===== src/hw/rtl/tgr_pkg.sv =====
`default_nettype none

package tgr_pkg;

    localparam int LINE_WIDTH    = 320;
    localparam int SCREEN_HEIGHT = 200;
    localparam int GLYPH_COUNT   = 224;

    localparam int FONT_DEPTH = GLYPH_COUNT * 8;
    localparam int FONT_AW    = 11;
    localparam int OFF_W      = 21;
    localparam int Y_W        = 12;

    // column at which a printable code wraps to the next row
    localparam int WRAP_LIMIT = (LINE_WIDTH / 8 - 1 > 63) ? 63 : LINE_WIDTH / 8 - 1;

    localparam logic [OFF_W-1:0]   LINE_W_OFF   = OFF_W'(LINE_WIDTH);
    localparam logic [Y_W-1:0]     SCREEN_H_Y   = Y_W'(SCREEN_HEIGHT);
    localparam logic [FONT_AW:0]   FONT_DEPTH_A = (FONT_AW + 1)'(FONT_DEPTH);
    localparam logic [5:0]         WRAP_COL     = 6'(WRAP_LIMIT);
    localparam logic [7:0]         GLYPH_LIMIT  = 8'(GLYPH_COUNT - 1);

    localparam logic [7:0] CODE_NEWLINE    = 8'd10;
    localparam logic [7:0] CODE_PRINTABLE  = 8'd32;
    localparam logic [7:0] ROW_MAX         = 8'd255;
    localparam logic [Y_W-1:0] TOP_MARGIN  = 12'd6;
    localparam logic [OFF_W-1:0] LEFT_EDGE = 21'd8;

    localparam logic REQ_PRINT = 1'b0;
    localparam logic REQ_LOAD  = 1'b1;

    localparam logic CFG_FG = 1'b0;
    localparam logic CFG_BG = 1'b1;

    localparam logic [7:0] FG_RESET = 8'd0;
    localparam logic [7:0] BG_RESET = 8'd9;

    localparam int QUEUE_DEPTH = 4;
    localparam int QUEUE_AW    = $clog2(QUEUE_DEPTH);

    // one queued job for the drawing side: a glyph to draw or a font row to store
    typedef struct packed {
        logic               is_load;
        logic [FONT_AW-1:0] addr;
        logic [7:0]         bits;
        logic               glyph_ok;
        logic [OFF_W-1:0]   base_off;
        logic [Y_W-1:0]     base_y;
        logic [7:0]         row;
    } cmd_t;

endpackage

`default_nettype wire


===== src/hw/rtl/tgr_front.sv =====
`default_nettype none

module tgr_front
    import tgr_pkg::*;
(
    input  wire logic               clk,
    input  wire logic               rst_n,
    input  wire logic               in_valid,
    output logic                    in_ready,
    input  wire logic               req_type,
    input  wire logic [7:0]         char_code,
    input  wire logic [FONT_AW-1:0] font_row_addr,
    input  wire logic [7:0]         font_row_bits,
    input  wire logic               q_full,
    output logic                    q_push,
    output cmd_t                    q_cmd
);

    logic [7:0]     cursor_row_reg, cursor_row_next;
    logic [5:0]     cursor_col_reg, cursor_col_next;
    logic           accept;
    logic           wrap;
    logic [7:0]     row_inc;
    logic [7:0]     row_use;
    logic [5:0]     col_use;
    logic [7:0]     glyph;
    logic [Y_W-1:0] base_y;

    assign in_ready = !q_full;
    assign accept   = in_valid && in_ready;

    assign row_inc = (cursor_row_reg == ROW_MAX) ? cursor_row_reg : cursor_row_reg + 8'd1;
    assign wrap    = cursor_col_reg >= WRAP_COL;
    assign row_use = wrap ? row_inc : cursor_row_reg;
    assign col_use = wrap ? 6'd0 : cursor_col_reg;
    assign glyph   = char_code - CODE_PRINTABLE;
    assign base_y  = {row_use, 4'b0000} + TOP_MARGIN;

    always_comb
    begin
        cursor_row_next = cursor_row_reg;
        cursor_col_next = cursor_col_reg;
        q_push          = 1'b0;

        q_cmd.is_load  = (req_type == REQ_LOAD);
        q_cmd.addr     = (req_type == REQ_LOAD) ? font_row_addr : {glyph[FONT_AW-4:0], 3'b000};
        q_cmd.bits     = font_row_bits;
        q_cmd.glyph_ok = glyph <= GLYPH_LIMIT;
        q_cmd.base_off = OFF_W'(base_y) * LINE_W_OFF + OFF_W'({col_use, 3'b000}) + LEFT_EDGE;
        q_cmd.base_y   = base_y;
        q_cmd.row      = row_use;

        if (accept)
        begin
            if (req_type == REQ_LOAD)
            begin
                // rows beyond the font are dropped
                q_push = {1'b0, font_row_addr} < FONT_DEPTH_A;
            end
            else if (char_code == CODE_NEWLINE)
            begin
                cursor_row_next = row_inc;
                cursor_col_next = 6'd0;
            end
            else if (char_code >= CODE_PRINTABLE)
            begin
                q_push          = 1'b1;
                cursor_row_next = row_use;
                cursor_col_next = col_use + 6'd1;
            end
        end
    end

    always_ff @(posedge clk or negedge rst_n)
    begin
        if (!rst_n)
        begin
            cursor_row_reg <= 8'd0;
            cursor_col_reg <= 6'd0;
        end
        else
        begin
            cursor_row_reg <= cursor_row_next;
            cursor_col_reg <= cursor_col_next;
        end
    end

endmodule

`default_nettype wire


===== config.mk =====
export PLATFORM = sky130hd
export DESIGN_NAME = tgr_front
export DESIGN_NICKNAME = d
export VERILOG_FILES = /design/src/hw/rtl/tgr_pkg.sv /design/src/hw/rtl/tgr_front.sv
export SDC_FILE = /design/constraint.sdc
export NUM_CORES = 1
export LEC_CHECK = 0
export ABC_CLOCK_PERIOD_IN_PS = 7300
export BUFFER_PORTS_ARGS = -buffer_cell sky130_fd_sc_hd__buf_2
export CAP_MARGIN = 20
export CORE_UTILIZATION = 51
export DETAILED_ROUTE_END_ITERATION = 8
export PLACE_DENSITY = 0.94
export SLEW_MARGIN = 10
export SYNTH_ARGS = -nofsm -noshare
export SYNTH_HDL_FRONTEND = slang
export SYNTH_SLANG_ARGS = --single-unit

===== constraint.sdc =====
create_clock -name clk -period 7.3 [get_ports clk]
set_input_delay 0.73 -clock clk [delete_from_list [all_inputs] [get_ports clk]]
set_output_delay 0.73 -clock clk [all_outputs]
set_load 0.005 [all_outputs]

# Word-level counts from Yosys, hierarchy flattened
# Index checks and enable logic that the tools add are counted.
[word_totals]
reg_bits = 14
in_bits = 32
output_inout_bits = 64
word_cells = 32
[classes]
add_sub_neg = 6
mul = 1
magnitude_cmp = 4
n_eq_ne = 2
muxes = 12
bitwise_logic = 1
n_reduce_logical = 4
[ops]
columns = ["op", "count"]
rows = [
  ["8-bit two-way mux", 4],
  ["21-bit by 4-bit adder with 21-bit output (second input constant)", 1],
  ["21-bit by 9-bit adder with 21-bit output", 1],
  ["6-bit two-way mux", 3],
  ["12-bit by 3-bit multiplier with 15-bit output (second input constant)", 1],
  ["12-bit by 3-bit adder with 12-bit output (second input constant)", 1],
  ["11-bit less-than comparator (second input constant)", 1],
  ["11-bit two-way mux", 1],
  ["8-bit by 1-bit adder with 8-bit output (second input constant)", 1],
  ["8-bit by 4-bit equality test with 1-bit output (second input constant)", 1],
  ["8-bit equality test (second input constant)", 1],
  ["8-bit by 6-bit >= comparator with 1-bit output (second input constant)", 1],
  ["8-bit less-or-equal comparator (second input constant)", 1],
  ["8-bit by 6-bit subtractor with 8-bit output (second input constant)", 1],
  ["6-bit by 1-bit adder with 6-bit output (second input constant)", 1],
  ["6-bit >= comparator (second input constant)", 1],
  ["1-bit two-way mux", 4],
  ["3-bit AND reduction", 1],
  ["2-bit nonzero test", 1],
  ["1-bit logical AND", 1],
  ["1-bit zero test", 1],
  ["1-bit NOT", 1],
]

# Logic depth before layout (Yosys ltp)
# Gate-level depths: netlist of run 1.
[depth]
depth_word = 7
depth_mapped = 15
mapped_depth_nobuf = 15

# Least setup slack after synthesis of run 1
# Ideal clock, no wire load.
[synth_path]
path_kind = "register to output"
start = "register cursor_row_reg[0]"
end = "output port q_cmd[40] in the netlist's numbering"
t_arrival_ps = 3836
required_ps = 6570
setup_slack_ps = 2734
path_stages_with_launch = 15
path_buffers = 0
cell_sequence = "dfrtp_1 ha_1 and3_1 and3_1 a31oi_4 mux2_2 ha_1 ha_1 a21o_1 and4_4 o31a_1 or2_4 nor3_4 a21oi_1 o221ai_2"
[synth_lines]
columns = ["element", "line", "source"]
rows = [
  ["start, declared", "tgr_front.sv:19", "logic [7:0] cursor_row_reg, cursor_row_next;"],
  ["start signal, assigned", "tgr_front.sv:83", "cursor_row_reg <= cursor_row_next;"],
  ["end, declared", "tgr_front.sv:16", "output cmd_t q_cmd"],
]

==> flow_metrics.tcl, run 1 <==
set metrics [dict create \
    grt_first_pass_wirelength_um 7060 \
    io_pins 96 \
    ys_ff_latch 14 \
    fin_crit_sh_pct 71.1 \
    power_density_mw_per_mm2 138 \
    largest_reg_flops 8 \
    nNetsFinal 347 \
    setup_viol 0 \
    die_y_um 64.6 \
    multi_input_area_mm2 0.00141 \
    cts-root-buf "clkbuf_8" \
    outcome "finished clean" \
    arrival_ns 4.46 \
    drc 0 \
    crit_path_start_kind "flip-flop" \
    grt_max_degree 17 \
    start_util_pct 53.8 \
    post_cts_buffers 0 \
    hold_buffers 0 \
    ys_types 58 \
    clkTransAtPathRegs_ns 0.06 \
    tns_ns 0 \
    diodes 0 \
    layout-drive-gt1-share_pct 33.6 \
    placed_cells 342 \
    wl_per_cell_um 12.3 \
    hpwlAfterDp_um 3550 \
    synth_seq_area_share_pct 17.5 \
    wirelength_um 4240 \
    slew_violations 0 \
    drtIter0Drc 73 \
    cts.sinks 14 \
    synth.largest_area_cell "dfrtp_1" \
    routed-via-count 1862 \
    cpLargestDelayFamily "simple AND/OR/NAND/NOR gates" \
    grt_usage_pct 21.0 \
    cts_tree "built" \
    cp_data_required_time_ns 6.57 \
    fill_cells 340 \
    end_kind "output port" \
    hold_path_class "input port to async pin" \
    crit_path_cell_trace "ha_1 > and3_1 > and3_1 > a31oi_4 > mux2_2 > ha_1 > ha_1 > a21o_1 > and4_4 > o31a_1 > or2_4 > nor3_4 > a31oi_1 > o221ai_2 > buf_2" \
    crit_top_cell "ha_1" \
    crit_type "flip-flop to output port" \
    r2r_slack_ns 4.95 \
    rr_worst_depth 9 \
    finalClockSkew_ns 0.00481 \
    fp.dieW_um 64.6 \
    clk_path_buf_depth 2 \
    cap_violations 0 \
    ant_nets 0 \
    rsz0062_at_grt "no" \
    grt-ovfl-total 0 \
    num_rows 22 \
    die_area_mm2 0.00418 \
    yosys_warnings 0 \
    yosysMostFrequentCell "nand2_1" \
    fin_cells 346 \
    hold_violations 0 \
    crit_cells 15 \
    area_growth_pct 13.9 \
    p_leak_nw 1.25 \
    syn_area_per_cell_um2 8.07 \
    synth_top_area_share_pct 17.5 \
    grt_antenna_before_repair 0 \
    synth_area_leaders "dfrtp_1, xnor2_1, ha_1, buf_4, mux2_2" \
    worst_pin_slew_ns 0.564 \
    via_per_inst 5.38 \
    slowest_delay_ns 0.44 \
    syn-cell-area_mm2 0.00200 \
    crit_path_top_delay_cell "dfrtp_1" \
    yosys-top-cells-count "nand2_1, buf_4, xnor2_1" \
    cts_buffers 3 \
    grt_pass1_vias 1699 \
    synth_cells 248 \
    timing.rr.end "cursor_col_reg[4]" \
    reg2reg_from "cursor_col_reg[2]" \
    clk_latency_ns 0.25 \
    max_clock_freq_ghz 0.193 \
    core_area_mm2 0.00372 \
    ys.flop_type "dfrtp_1" \
    async_flop_share_pct 100 \
    slew_headroom_pct 62.1 \
    gp_congestion 0.901 \
    period_needed_ns 5.19 \
    ir_drop_v 0.000106 \
    synth_edf_count 0 \
    cts_resized 0 \
    cts_max_level 1 \
    drt-pass1-iter-count 4 \
    io_buffer_count 72 \
    cp_max_fo 6 \
    crit_buf_inv 1 \
    finalPower_uw 313 \
    seq_area_um2 350 \
]
## worst register-to-register path: stages, from the launching register on
cell	delay (ns)
dfrtp_1	0.44
a311o_2	0.46
nand2_4	0.14
nand2_1	0.10
inv_1	0.07
ha_1	0.23
and3_1	0.23
xnor2_1	0.07
or2_2	0.28
o31ai_1	0.24
## cells by family after synthesis
logic type / Yosys count / synth area share, %
AND/OR/NAND/NOR: 86 / 22.7
AO/OA/AOI/OAI: 45 / 15.9
buffers and inverters: 42 / 12.9
XOR/XNOR: 31 / 13.6
adder cells (fa/ha/maj): 16 / 10.0
flip-flops: 14 / 17.5
multiplexers: 12 / 7.00
other: 2 / 0.375
## worst max-delay path by stage
stage / slack [ns] / startpoint / endpoint
floorplan: 2.73 / cursor_row_reg[0] / q_cmd[40]
global placement: 2.51 / cursor_row_reg[0] / q_cmd[40]
detailed placement: 2.40 / cursor_row_reg[0] / q_cmd[40]
CTS: 2.13 / cursor_row_reg[0] / q_cmd[40]
global route: 1.85 / cursor_row_reg[0] / q_cmd[40]
finish: 2.11 / cursor_row_reg[0] / q_cmd[40]
## per-layer routing
metal / track usage (%) / routed length, µm
met1: 22.7 / 1820
met2: 40.5 / 2140
met3: 3.17 / 241
met4: 7.78 / 44
met5: 0 / 0
## final cells by class
type / count / share of cell area, %
multi-input combinational: 197 / 61.9
timing repair buffer: 72 / 15.8
sequential: 14 / 15.4
tap: 48 / 2.64
clock buffer: 4 / 2.42
inverter: 11 / 1.81
## metrics by stage
step	hold slack [ns]	instance area, µm²	util (%)	worst slack [ns]
after floorplan	0.434	2020	-	2.73
after global placement	0.522	2220	59.8	2.51
after detailed placement	0.531	2220	59.8	2.40
after CTS	0.375	2280	61.3	2.13
after global routing	0.381	2280	61.3	1.85
final	0.366	2280	61.3	2.11
## cell usage in the layout, fill, tap and decap left out, drive strengths merged, types with 8 or more instances in the layout
cell and instances:
buf 72, nand2 27, xnor2 24, nor2 18, ha 16, dfrtp 14, a21oi 11, inv 11
mux2 10, and2 10, o21ai 9, and3 8
## power by group
group / internal [mW] / total (mW) / switching (mW) / leakage, nW
clock network: 0.0478 / 0.0755 / 0.0277 / 0.0288
registers: 0.0880 / 0.101 / 0.0134 / 0.186
logic: 0.0700 / 0.136 / 0.0664 / 1.03
(Power assumes the default switching activity.)
==> inputs of run 2 (changes only) <==
--- a/config.mk
+++ b/config.mk
@@ -5,12 +5,12 @@
 export SDC_FILE = /design/constraint.sdc
 export NUM_CORES = 1
 export LEC_CHECK = 0
-export ABC_CLOCK_PERIOD_IN_PS = 7300
+export ABC_CLOCK_PERIOD_IN_PS = 4850
 export BUFFER_PORTS_ARGS = -buffer_cell sky130_fd_sc_hd__buf_2
 export CAP_MARGIN = 20
-export CORE_UTILIZATION = 51
+export CORE_UTILIZATION = 47
 export DETAILED_ROUTE_END_ITERATION = 8
-export PLACE_DENSITY = 0.94
+export PLACE_DENSITY = 0.88
 export SLEW_MARGIN = 10
 export SYNTH_ARGS = -nofsm -noshare
 export SYNTH_HDL_FRONTEND = slang
==> constraint.sdc (replaced) <==
create_clock -name clk -period 4.85 [get_ports clk]
set_input_delay 0.485 -clock clk [delete_from_list [all_inputs] [get_ports clk]]
set_output_delay 0.485 -clock clk [all_outputs]
set_load 0.005 [all_outputs]
==> run 2 against run 1 <==
  * Clock power is 48% higher
  * Non-clock buffer count is 3 higher
  * Final cell count is 1.4% higher
==> flow_metrics.tcl, run 2 (synthesis gave the netlist of run 1 again) <==
set metrics [dict create \
    cpLargestDelayFamily "simple AND/OR/NAND/NOR gates" \
    end_kind "output port" \
    cts_max_level 1 \
    finalInstanceArea_mm2 0.00238 \
    fin_crit_sh_pct 97.9 \
    crit_path_cell_trace "ha_2 > and3_1 > and3_2 > a31oi_4 > nand2_2 > xnor2_1 > ha_4 > ha_4 > a21o_1 > and4_4 > o31a_1 > or2_4 > nor3_4 > a31oi_1 > o221ai_2 > buf_2" \
    hold_violations 0 \
    r2r_slack_ns 2.51 \
    setup_viol 0 \
    cts_tree "built" \
    wl_per_cell_um 12.5 \
    crit_top_cell "ha_4" \
    grt-ovfl-total 0 \
    cts_buffers 3 \
    finalClockSkew_ns 0.00808 \
    fp.dieW_um 67.2 \
    grt_pass1_vias 1680 \
    power_density_mw_per_mm2 200 \
    drtIter0Drc 82 \
    slew_violations 0 \
    slew_headroom_pct 61.6 \
    start_util_pct 49.3 \
    clkTransAtPathRegs_ns 0.06 \
    cts.sinks 14 \
    cp_max_fo 6 \
    placed_area_mm2 0.00223 \
    wirelength_um 4380 \
    hpwlAfterDp_um 3480 \
    hold_slack_ns 0.119 \
    crit_path_start_kind "flip-flop" \
    io_buffer_count 72 \
    worst_pin_slew_ns 0.572 \
    period_needed_ns 4.75 \
    crit_path_top_delay_cell "dfrtp_2" \
    crit_type "flip-flop to output port" \
    slowest_delay_ns 0.42 \
    largest_reg_flops 8 \
    nNetsFinal 350 \
    drt-pass1-iter-count 4 \
    mostFrequentLayoutCells "buf_2, nand2_1, xnor2_1" \
    grt_usage_pct 19.3 \
    cp_data_required_time_ns 4.37 \
    num_rows 23 \
    max_clock_freq_ghz 0.211 \
    final_common_cell "buf_2" \
    arrival_ns 4.26 \
    routed-via-count 1900 \
    area_growth_pct 19.1 \
    core_area_mm2 0.00406 \
    ant_nets 0 \
    gp_congestion 0.824 \
    clk_path_buf_depth 2 \
    layout-drive-gt1-share_pct 38.5 \
    crit_buf_inv 1 \
    ir_drop_v 0.000158 \
    diodes 0 \
    die_y_um 67.2 \
    p_leak_nw 1.27 \
    clk_latency_ns 0.25 \
    grt_max_degree 17 \
    via_per_inst 5.41 \
    grt_first_pass_wirelength_um 6710 \
    hold_path_class "input port to async pin" \
    io_pins 96 \
    cts-root-buf "clkbuf_8" \
    drc 0 \
    outcome "finished clean" \
    grt_antenna_before_repair 0 \
    die_area_mm2 0.00452 \
    cap_violations 0 \
]
## run 2: cell types whose count changed in the layout (fill, tap and decap cells not counted), moves of 2 or more
cell     previous run  this run
nand2_2             0         2
buf_4               0         3
xnor2_1            24        21
ha_1               16        11
ha_2                0         2
xnor2_2             0         3
nand2_1            26        24
ha_4                0         3
## run 2: routing by layer
layer	track usage [%]	share of wire, %	vias to the layer above
met5	0	0	-
met4	7.18	1.3	0
met3	1.52	5.2	6
met2	37.6	52	68
met1	21.3	41	890
li1	-	-	936
## run 2: path summary, 6_finish.rpt
kind	startpoint	to	depth (start not counted)
worst min register to register	cursor_col_reg[3]	cursor_col_reg[3]	1
worst max-delay path	cursor_row_reg[0]	q_cmd[40]	16
min in group clk	cursor_col_reg[3]	cursor_col_reg[3]	1
worst min-delay path	rst_n	cursor_row_reg[2]	1
worst max register to register	cursor_col_reg[2]	cursor_col_reg[4]	9
max in group asynchronous	rst_n	cursor_row_reg[0]	1
## run 2: through the flow
stage | TNS (ns) | power [mW] | setup WS [ns] | util [%] | instances
2_1_floorplan | 0 | 0.294 | 0.529 | - | 253
3_3_place_gp | 0 | 0.358 | 0.301 | 54.9 | 344
3_5_place_dp | 0 | 0.365 | 0.165 | 54.9 | 344
4_1_cts | 0 | 0.480 | 0.0120 | 56.3 | 348
5_1_grt | -0.0717 | 0.518 | -0.0407 | 58.7 | 351
6_report | 0 | 0.477 | 0.104 | 58.7 | 351
## run 2: final cells by class
cell class / instances / area (µm²)
multi-input cells: 197 / 1490
well taps: 50 / 62.6
flip-flops and latches: 14 / 352
repair buffers: 75 / 383
clock buffers: 4 / 55.1
inverters: 11 / 41.3
fillers: 350 / 1670
## run 2: repair_timing
action | in CTS | in global routing
resized for setup | 1 | 13
endpoints found under the setup margin | 3 | 3
pin swaps | 1 | 3
hold buffers | 0 | 0
buffers inserted | 0 | 3
## run 2: power by group
group	total [mW]	leakage, nW	switching, mW	internal, mW
combinational	0.211	1.05	0.104	0.108
clock	0.112	0.0288	0.0404	0.0718
sequential	0.154	0.184	0.0209	0.133
## run 2: worst reg2reg max path, delay by kind of cell (launching register included)
kind	cells	cell delay (ns)
flops	1	0.44
simple gates	4	0.74
xor+xnor	1	0.07
buf+inv	1	0.07
compound gates	2	0.71
fa+ha+maj	1	0.22
