`src/hw/rtl/tgr_pkg.sv`:
```
`default_nettype none

package tgr_pkg;

    localparam int LINE_WIDTH    = 320;
    localparam int SCREEN_HEIGHT = 200;
    localparam int GLYPH_COUNT   = 224;

    localparam int FONT_DEPTH = GLYPH_COUNT * 8;
    localparam int FONT_AW    = 11;
    localparam int OFF_W      = 21;
    localparam int Y_W        = 12;

    // column at which a printable code wraps to the next row
    localparam int WRAP_LIMIT = (LINE_WIDTH / 8 - 1 > 63) ? 63 : LINE_WIDTH / 8 - 1;

    localparam logic [OFF_W-1:0]   LINE_W_OFF   = OFF_W'(LINE_WIDTH);
    localparam logic [Y_W-1:0]     SCREEN_H_Y   = Y_W'(SCREEN_HEIGHT);
    localparam logic [FONT_AW:0]   FONT_DEPTH_A = (FONT_AW + 1)'(FONT_DEPTH);
    localparam logic [5:0]         WRAP_COL     = 6'(WRAP_LIMIT);
    localparam logic [7:0]         GLYPH_LIMIT  = 8'(GLYPH_COUNT - 1);

    localparam logic [7:0] CODE_NEWLINE    = 8'd10;
    localparam logic [7:0] CODE_PRINTABLE  = 8'd32;
    localparam logic [7:0] ROW_MAX         = 8'd255;
    localparam logic [Y_W-1:0] TOP_MARGIN  = 12'd6;
    localparam logic [OFF_W-1:0] LEFT_EDGE = 21'd8;

    localparam logic REQ_PRINT = 1'b0;
    localparam logic REQ_LOAD  = 1'b1;

    localparam logic CFG_FG = 1'b0;
    localparam logic CFG_BG = 1'b1;

    localparam logic [7:0] FG_RESET = 8'd0;
    localparam logic [7:0] BG_RESET = 8'd9;

    localparam int QUEUE_DEPTH = 4;
    localparam int QUEUE_AW    = $clog2(QUEUE_DEPTH);

    // one queued job for the drawing side: a glyph to draw or a font row to store
    typedef struct packed {
        logic               is_load;
        logic [FONT_AW-1:0] addr;
        logic [7:0]         bits;
        logic               glyph_ok;
        logic [OFF_W-1:0]   base_off;
        logic [Y_W-1:0]     base_y;
        logic [7:0]         row;
    } cmd_t;

endpackage

`default_nettype wire

```
`src/hw/rtl/tgr_queue.sv`:
```
`default_nettype none

module tgr_queue
    import tgr_pkg::*;
(
    input  wire logic clk,
    input  wire logic rst_n,
    input  wire logic push,
    input  cmd_t      push_cmd,
    output logic      full,
    input  wire logic pop,
    output logic      empty,
    output cmd_t      head
);

    cmd_t                slot_reg [QUEUE_DEPTH];
    logic [QUEUE_AW-1:0] wr_ptr_reg, wr_ptr_next;
    logic [QUEUE_AW-1:0] rd_ptr_reg, rd_ptr_next;
    logic [QUEUE_AW:0]   count_reg,  count_next;
    logic                do_push;
    logic                do_pop;

    assign full    = count_reg == (QUEUE_AW + 1)'(QUEUE_DEPTH);
    assign empty   = count_reg == '0;
    assign head    = slot_reg[rd_ptr_reg];
    assign do_push = push && !full;
    assign do_pop  = pop && !empty;

    always_comb
    begin
        wr_ptr_next = do_push ? wr_ptr_reg + 1'b1 : wr_ptr_reg;
        rd_ptr_next = do_pop  ? rd_ptr_reg + 1'b1 : rd_ptr_reg;
        count_next  = count_reg;
        if (do_push && !do_pop)
        begin
            count_next = count_reg + 1'b1;
        end
        else if (do_pop && !do_push)
        begin
            count_next = count_reg - 1'b1;
        end
    end

    always_ff @(posedge clk)
    begin
        if (do_push)
        begin
            slot_reg[wr_ptr_reg] <= push_cmd;
        end
    end

    always_ff @(posedge clk or negedge rst_n)
    begin
        if (!rst_n)
        begin
            wr_ptr_reg <= '0;
            rd_ptr_reg <= '0;
            count_reg  <= '0;
        end
        else
        begin
            wr_ptr_reg <= wr_ptr_next;
            rd_ptr_reg <= rd_ptr_next;
            count_reg  <= count_next;
        end
    end

endmodule

`default_nettype wire

```
`config.mk`:
```
export PLATFORM = sky130hd
export DESIGN_NAME = tgr_queue
export DESIGN_NICKNAME = d
export VERILOG_FILES = /design/src/hw/rtl/tgr_pkg.sv /design/src/hw/rtl/tgr_queue.sv
export SDC_FILE = /design/constraint.sdc
export NUM_CORES = 1
export LEC_CHECK = 0
export ABC_AREA = 1
export BUFFER_PORTS_ARGS = -buffer_cell sky130_fd_sc_hd__buf_2
export CAP_MARGIN = 15
export CORE_ASPECT_RATIO = 0.6
export CORE_MARGIN = 5
export CORE_UTILIZATION = 30
export DETAILED_ROUTE_END_ITERATION = 10
export HOLD_SLACK_MARGIN = 0.1
export PLACE_DENSITY = 0.56
export RECOVER_POWER = 25
export SYNTH_ARGS = -nofsm -noshare
export SYNTH_HDL_FRONTEND = slang
export SYNTH_SLANG_ARGS = --single-unit
```
`constraint.sdc`:
```
create_clock -name clk -period 5.6 [get_ports clk]
set_input_delay 0.56 -clock clk [delete_from_list [all_inputs] [get_ports clk]]
set_output_delay 0.56 -clock clk [all_outputs]
set_load 0.02 [all_outputs]
```
## After elaboration in Yosys (flattened, before gate mapping)

Memories as Yosys holds them, arrays and structs flattened.
Cells that the tools add are included.
Widths: inputs -> output; s select.

| storage, ports and cells | value |
|---|---|
| flip-flop bits (word level) | 7 |
| bits in latches | 0 |
| RAM bits | 248 |
| bits in read-only memories | 0 |
| input port bits | 66 |
| output and inout port bits | 64 |
| word-level logic and storage cells | 23 |
| memories | 1 |

| operators by class | value |
|---|---|
| $add $sub $neg | 4 |
| multipliers | 0 |
| divide/modulo/power cells | 0 |
| $lt $le $gt $ge | 0 |
| equality and inequality tests | 1 |
| shift operators | 0 |
| muxes and demuxes | 4 |
| bitwise logic cells | 0 |
| reduce and logical (&&, ||, !) cells | 10 |

Memory list:

| memory | words | width | rd ports | clocked after memory_dff | wr ports | RTL line | source |
|---|---|---|---|---|---|---|---|
| slot_reg | 4 | 62 | 1 | 0 | 1 | tgr_queue.sv:16 | `cmd_t slot_reg [QUEUE_DEPTH];` |

Operators by type and width:

| kind | count |
|---|---|
| $mux 3 | 2 |
| $add 2x1->2 const B | 2 |
| $logic_and 1x1->1 | 4 |
| $logic_not 1->1 | 4 |
| $add 3x1->3 const B | 1 |
| $eq 3x3->1 const B | 1 |
| $logic_not 3->1 | 1 |
| $sub 3x1->3 const B | 1 |
| $mux 1 | 2 |
| $reduce_bool 2->1 | 1 |

## Depth between registers and ports, before layout

Gate-level depths: netlist of the first run.

| depth | value |
|---|---|
| word-level depth | 7 |
| mapped depth | 12 |
| mapped depth without buffers | 12 |

## Worst setup path after synthesis of the first run

No wires, ideal clock.

| timing path | value |
|---|---|
| path kind | register to register |
| from | register count_reg[0] |
| to | memory slot_reg[0][0] in the netlist's numbering, enable pin |
| setup time | 0.482 ns |
| arrival | 3.311 ns |
| data required time | 5.118 ns |
| slack | 1.806 ns |
| cell stages (with the launch flop) | 5 |
| buffers on the path | 0 |
| clock period less this slack | 3.794 ns |
| path through | dfrtp_1 -> inv_2 -> nand3_1 -> nand2_1 -> nor2_1 |

| between the ends | value |
|---|---|
| longest elaborated chain between the ends | 5 |

Ends and longest elaborated chain:

| what | RTL line | source |
|---|---|---|
| start, declared | tgr_queue.sv:19 | `logic [QUEUE_AW:0] count_reg, count_next;` |
| start signal, assigned | tgr_queue.sv:64 | `count_reg <= count_next;` |
| $eq 3x3->1 | tgr_queue.sv:23 | `assign full = count_reg == (QUEUE_AW + 1)'(QUEUE_DEPTH);` |
| $logic_not 1->1 | tgr_queue.sv:26 | `assign do_push = push && !full;` |
| $logic_and 1x1->1 | tgr_queue.sv:26 |  |
| $mux 1 | tgr_queue.sv:46 | `if (do_push)` |
| $mux 1 (implied by the code) | tgr_queue.sv:48 | `slot_reg[wr_ptr_reg] <= push_cmd;` |
| end, declared | tgr_queue.sv:16 |  |

Every way passes these cells.

==> flow_metrics.env, run 1 <==
export IMPL_syn_area_um2=10400
export IMPL_grt_ovfl_total=0
export IMPL_routed_wl_um=22270
export IMPL_tns_ns=0
export IMPL_final_common_cell="edfxtp_1"
export IMPL_core_area_um2=33960
export IMPL_ys_seq_area_frac=0.7327
export IMPL_critical_path_class="reg2out"
export IMPL_internal_power_mw=4.028
export IMPL_nNetsFinal=980
export IMPL_cts_sinks=255
export IMPL_initial_core_util=0.3063
export IMPL_rows=52
export IMPL_crit_required_ns=5.04
export IMPL_slew_limit_headroom=0.2213
export IMPL_cts_setup_buffers=0
export IMPL_ir_worst_vdd_mv=0.3677
export IMPL_die_w_um=250.4
export IMPL_ys_ff_latch=255
export IMPL_cts_resized_gates=0
export IMPL_worst_slew_pin_slew_ns=1.168
export IMPL_insertion_delay_ns=0.54
export IMPL_skew_ns=0.02364
export IMPL_area_growth_pct=16.05
export IMPL_worst_setup_path_start_kind="flop"
export IMPL_grt_pass1_vias=5856
export IMPL_cpMostUsedCell="nand2_1"
export IMPL_grt_max_degree=193
export IMPL_cts_clk_slew_worst_paths_ns=0.06
export IMPL_p_clk_frac=0.234
export IMPL_root_buffer="clkbuf_16"
export IMPL_antenna_cells=0
export IMPL_synth_cell_types=18
export IMPL_final_max_slew_viol_count=0
export IMPL_fin_util=0.3554
export IMPL_hp_class="in2reg"
export IMPL_io_buffers=129
export IMPL_cp_end_kind="primary output"
export IMPL_io_pin_count=130
export IMPL_min_period_ns=3.546
export IMPL_syn_avg_cell_area_um2=13.27
export IMPL_grt_antenna_before_repair=4
export IMPL_crit_chain="inv_8 -> buf_4 -> nand2_1 -> o211ai_1 -> nand2_1 -> buf_2"
export IMPL_rrSetupSlack_ns=2.72
export IMPL_cts_hold_buf=1
export IMPL_drc=0
export IMPL_cp_arrival_ns=2.99
export IMPL_cp_slowest_cell="buf_4"
export IMPL_drtPass1Iterations=6
export IMPL_mostFrequentLayoutCells="248 x edfxtp_1, 204 x nand2_1, 136 x inv_1, 109 x o211ai_1, 91 x buf_2"
export IMPL_cp_max_fo=192
export IMPL_clock_fmax_mhz=282.0
export IMPL_cts_max_path_buffers=3
export IMPL_die_h_um=154.2
export IMPL_place_hpwl_um=13590
export IMPL_power_leakage_nw=4.729
export IMPL_vias=5982
export IMPL_yosys_warnings=0
export IMPL_ant_nets=0
export IMPL_grt_usage=0.1119
export IMPL_finalSetupViolations=0
export IMPL_finalCritPeriodShare=0.6333
export IMPL_wl_per_cell_um=16.14
export IMPL_gp_congestion=0.6888
export IMPL_syn_inst=784
export IMPL_combPwrFrac=0.364
export IMPL_rsz0062_at_grt="false"
export IMPL_cts_buffers_inserted=25
export IMPL_cts_max_level=1
export IMPL_swShare=0.3814
export IMPL_viasPerCell=4.335
export IMPL_drt_iter0_markers=273
export IMPL_largest_reg_flops=248
export IMPL_outcome="completed"
export IMPL_syn_num_nets=856
export IMPL_drv_cap=0
export IMPL_switching_power_mw=2.484
export IMPL_drive_gt1_frac=0.1650
export IMPL_critical_path_max_stage_delay_ns=0.64
export IMPL_power_density_nw_per_um2=539.4
export IMPL_cts_tree="yes"
export IMPL_seq_power_share=0.401
export IMPL_die_area_um2=38620
export IMPL_grt_pass1_wl_um=34340
export IMPL_hold_violations=0
## critical path, delay by kind of cell, from the launching register on
family	cells	cell delay, ns
DFF	1	0.45
AOI/OAI and AO/OA	1	0.11
and+or+nand+nor	2	0.21
buffers and inverters	3	1.36
## synthesized netlist by cell type, drive strengths merged
master    n  share of area
xnor2     1        0.00084
o21ai     1        0.00048
nand2   204          0.074
dfrtp     7          0.017
buf      33          0.029
nand4     1        0.00060
nand3     7         0.0034
o211ai  124          0.097
edfxtp  248           0.72
clkbuf    7         0.0025
nor2      4         0.0014
ha        5         0.0060
fa        1         0.0019
inv     141          0.051
## power groups by stage
stage	registers (mW)	clock network [mW]	logic, mW
3_5_place_dp	2.65	0	2.44
4_1_cts	2.62	1.58	2.45
5_1_grt	2.64	1.66	2.65
6_report	2.61	1.53	2.37
2_1_floorplan	2.66	0	1.75
3_3_place_gp	2.65	0	2.43
## per-layer routing
| metal | wire (um) | up-vias | GRT usage | share of wire |
|---|---|---|---|---|
| met1 | 11150 | 2857 | 0.1630 | 0.50 |
| met5 | 34 | - | 0 | 0.0015 |
| li1 | - | 2971 | - | - |
| met3 | 1202 | 36 | 0.03239 | 0.054 |
| met2 | 9506 | 112 | 0.1697 | 0.43 |
| met4 | 379 | 6 | 0.01922 | 0.017 |
## per-stage QoR
step | power, mW | worst slack, ns | cells | area, um^2 | hold WS, ns
detailed placement | 5.096 | 2.636 | 1339 | 11390 | 0.4145
global placement | 5.075 | 2.598 | 1339 | 11390 | 0.4104
CTS | 6.640 | 2.067 | 1380 | 12120 | 0.2058
finish | 6.511 | 2.054 | 1380 | 12070 | 0.2622
global route | 6.948 | 1.844 | 1380 | 12070 | 0.2415
floorplan | 4.408 | 1.806 | 784 | 10400 | 0.2644
## path summary, 6_finish.rpt
| kind | to | from | cells past startpoint |
|---|---|---|---|
| hold reg to reg | count_reg[2] | count_reg[2] | 2 |
| min in group asynchronous | count_reg[1] | rst_n | 2 |
| setup reg to reg | slot_reg[1][42] | count_reg[0] | 5 |
| max in group asynchronous | rd_ptr_reg[1] | rst_n | 2 |
| setup / recovery | head[1] | rd_ptr_reg[0] | 6 |
| hold / removal | slot_reg[3][50] | push_cmd[50] | 1 |
## layout make-up
| class | count | area, um^2 |
|---|---|---|
| fill | 3318 | 21890 |
| sequential | 255 | 7626 |
| multi-input combinational | 348 | 1954 |
| timing repair buffer | 137 | 660.6 |
| clock buffer | 29 | 640.6 |
| tap | 459 | 574.3 |
| inverter | 141 | 536.8 |
| clock inverter | 11 | 78.83 |
## cell families after synthesis
family          Yosys count  synth area share
buf+inv                 181           0.08227
compound gates          125           0.09718
flops                   255            0.7327
xor+xnor                  1         0.0008421
simple gates            216           0.07902
fa+ha+maj                 6          0.007938
No activity file was read; power rests on OpenSTA's default activity.
==> inputs of run 2 (changes only) <==
--- a/config.mk
+++ b/config.mk
@@ -5,7 +5,7 @@
 export SDC_FILE = /design/constraint.sdc
 export NUM_CORES = 1
 export LEC_CHECK = 0
-export ABC_AREA = 1
+export ABC_AREA = 0
 export BUFFER_PORTS_ARGS = -buffer_cell sky130_fd_sc_hd__buf_2
 export CAP_MARGIN = 15
 export CORE_ASPECT_RATIO = 0.6
==> constraint.sdc (replaced) <==
create_clock -name clk -period 3.5 [get_ports clk]
set_input_delay 0.35 -clock clk [delete_from_list [all_inputs] [get_ports clk]]
set_output_delay 0.35 -clock clk [all_outputs]
set_load 0.02 [all_outputs]
==> run 2 against run 1 <==
Clock power grew 63%. First-iteration DRC count shrank 10%. Global-route usage shrank 0.74 points. Total power grew 52%. Setup slack lost 1.4 ns. Sequential power grew 70%. Final area shrank 1.3%. Clock skew grew 0.00064 ns. Non-clock buffer count grew 62. Via count shrank 26%. Sequential cell count is the same.
==> flow_metrics.env, run 2 <==
export IMPL_skew_ns=0.02429
export IMPL_cts_tree="yes"
export IMPL_drc=0
export IMPL_root_buffer="clkbuf_16"
export IMPL_syn_num_nets=432
export IMPL_reg2reg_depth=8
export IMPL_cts_clk_slew_worst_paths_ns=0.07
export IMPL_core_area_um2=31090
export IMPL_vias=4434
export IMPL_nNetsFinal=642
export IMPL_initial_core_util=0.3037
export IMPL_finalWorstSetupSlack_ns=0.6708
export IMPL_routed_wl_um=18600
export IMPL_viasPerCell=4.421
export IMPL_grt_usage=0.1045
export IMPL_reg2reg_from="count_reg[2]"
export IMPL_syn_avg_cell_area_um2=26.23
export IMPL_drt_iter0_markers=245
export IMPL_outcome="completed"
export IMPL_drtPass1Iterations=6
export IMPL_cp_arrival_ns=2.48
export IMPL_syn_area_um2=9444
export IMPL_dp_slack_ns=1.162
export IMPL_grt_pass1_vias=4887
export IMPL_power_density_nw_per_um2=833.2
export IMPL_io_buffers=129
export IMPL_synth_most_common_cell="edfxtp_1"
export IMPL_finalSetupViolations=0
export IMPL_wl_per_cell_um=18.54
export IMPL_cts_setup_buffers=0
export IMPL_rsz0062_at_grt="false"
export IMPL_seq_area_um2=7630
export IMPL_grt_antenna_before_repair=0
export IMPL_synthFlopType="edfxtp_1"
export IMPL_hold_ws_ns=0.2450
export IMPL_io_pin_count=130
export IMPL_final_common_cell="edfxtp_1"
export IMPL_tns_ns=0
export IMPL_cts_resized_gates=0
export IMPL_min_period_ns=2.829
export IMPL_synth_cell_types=22
export IMPL_die_area_um2=35250
export IMPL_mostFrequentLayoutCells="248 x edfxtp_1, 90 x buf_2, 64 x dlygate4sd3_1, 58 x mux4_2, 41 x clkbuf_1"
export IMPL_ys_ff_latch=255
export IMPL_crit_required_ns=3.15
export IMPL_finalCritPeriodShare=0.8083
export IMPL_fin_util=0.3833
export IMPL_n_fill_cell=2775
export IMPL_die_w_um=239.1
export IMPL_cp_max_fo=22
export IMPL_ant_nets=0
export IMPL_antenna_cells=0
export IMPL_netlist_area_leader_share=0.7886
export IMPL_cts_max_path_buffers=3
export IMPL_insertion_delay_ns=0.53
export IMPL_r2r_end="count_reg[2]"
export IMPL_drive_gt1_frac=0.3390
export IMPL_worst_slew_pin_slew_ns=0.9794
export IMPL_async_reset_ff_frac=0.02745
export IMPL_rrSetupSlack_ns=1.17
export IMPL_hp_class="in2async"
export IMPL_grt_pass1_wl_um=28720
export IMPL_yosys_area_top_type="edfxtp_1"
export IMPL_worst_setup_path_start_kind="flop"
export IMPL_largest_reg_flops=248
export IMPL_endpoint="head[54]"
export IMPL_cts_buffers_inserted=24
export IMPL_multi_input_area_um2=1645
export IMPL_ys_seq_area_frac=0.8071
export IMPL_synth_area_leaders="edfxtp_1 79%, mux4_2 14%, dfrtp_1 1.9%"
export IMPL_cp_end_kind="primary output"
export IMPL_critical_path_class="reg2out"
export IMPL_power_total_mw=9.929
export IMPL_drv_cap=0
export IMPL_die_h_um=147.4
export IMPL_synth_edff_count=248
export IMPL_grt_ovfl_total=0
export IMPL_slew_limit_headroom=0.3471
export IMPL_gp_congestion=0.7397
export IMPL_final_max_slew_viol_count=0
export IMPL_cts_hold_buf=64
export IMPL_clock_fmax_mhz=353.5
export IMPL_ys_top_cells_by_count="248 x edfxtp_1, 58 x mux4_2, 7 x buf_2, 7 x dfrtp_1, 6 x buf_12"
export IMPL_hold_violations=0
export IMPL_ir_worst_vdd_mv=0.3094
export IMPL_area_growth_pct=26.18
export IMPL_place_hpwl_um=11570
export IMPL_syn_inst=360
export IMPL_crit_path_start="rd_ptr_reg[0]"
export IMPL_rows=50
export IMPL_cts_sinks=255
export IMPL_grt_max_degree=64
export IMPL_power_leakage_nw=3.980
export IMPL_yosys_warnings=0
export IMPL_cts_max_level=1
==> run 2: worst min path at each step <==
stage                     slack (ns)             to  cells past startpoint   from
final                           0.24   count_reg[0]                      2  rst_n
after global routing            0.27   count_reg[0]                      2  rst_n
after CTS                       0.14   count_reg[0]                      2  rst_n
after detailed placement        0.20   count_reg[0]                      1  rst_n
after global placement          0.19  rd_ptr_reg[1]                      1  rst_n
after floorplan                 0.05   count_reg[0]                      0  rst_n
==> run 2: kinds of logic after synthesis <==
family / Yosys count / share of synthesized area
xor+xnor: 6 / 0.005564
fa+ha+maj: 6 / 0.008744
buf+inv: 19 / 0.01974
flops: 255 / 0.8071
mux: 64 / 0.1522
simple gates: 10 / 0.006623
==> run 2: area by class of cell <==
cell class,instances,area share
tap,416,0.04368
clock buffer,26,0.05103
multi-input combinational,86,0.1381
timing repair buffer,199,0.1129
inverter,4,0.001260
sequential,255,0.6403
clock inverter,17,0.01281
==> run 2: worst max-delay path, cell delays in order, from the launching register on <==
cell and delay (ns):
dfrtp_4 0.73, buf_4 0.45, mux4_2 0.57, buf_2 0.18
==> run 2: power by group <==
group          switching (mW)  total (mW)  leakage [nW]  internal (mW)
clock network            1.09        2.50         0.369           1.41
logic                    1.68        3.00          1.26           1.32
registers               0.388        4.43          2.35           4.04
==> run 2: per-stage QoR <==
step           instance area (um^2)  std cells
6_report                      11920       1003
5_1_grt                       11920       1003
4_1_cts                       11970       1003
3_5_place_dp                  10560        896
3_3_place_gp                  10560        896
2_1_floorplan                  9444        360
==> run 2: routing by layer <==
metal / track usage / routed length (um) / up-vias
met5: 0 / 0 / -
met2: 0.1714 / 8923 / 142
met1: 0.1416 / 8100 / 2309
met3: 0.02983 / 1294 / 24
li1: - / - / 1959
met4: 0.01938 / 277 / 0
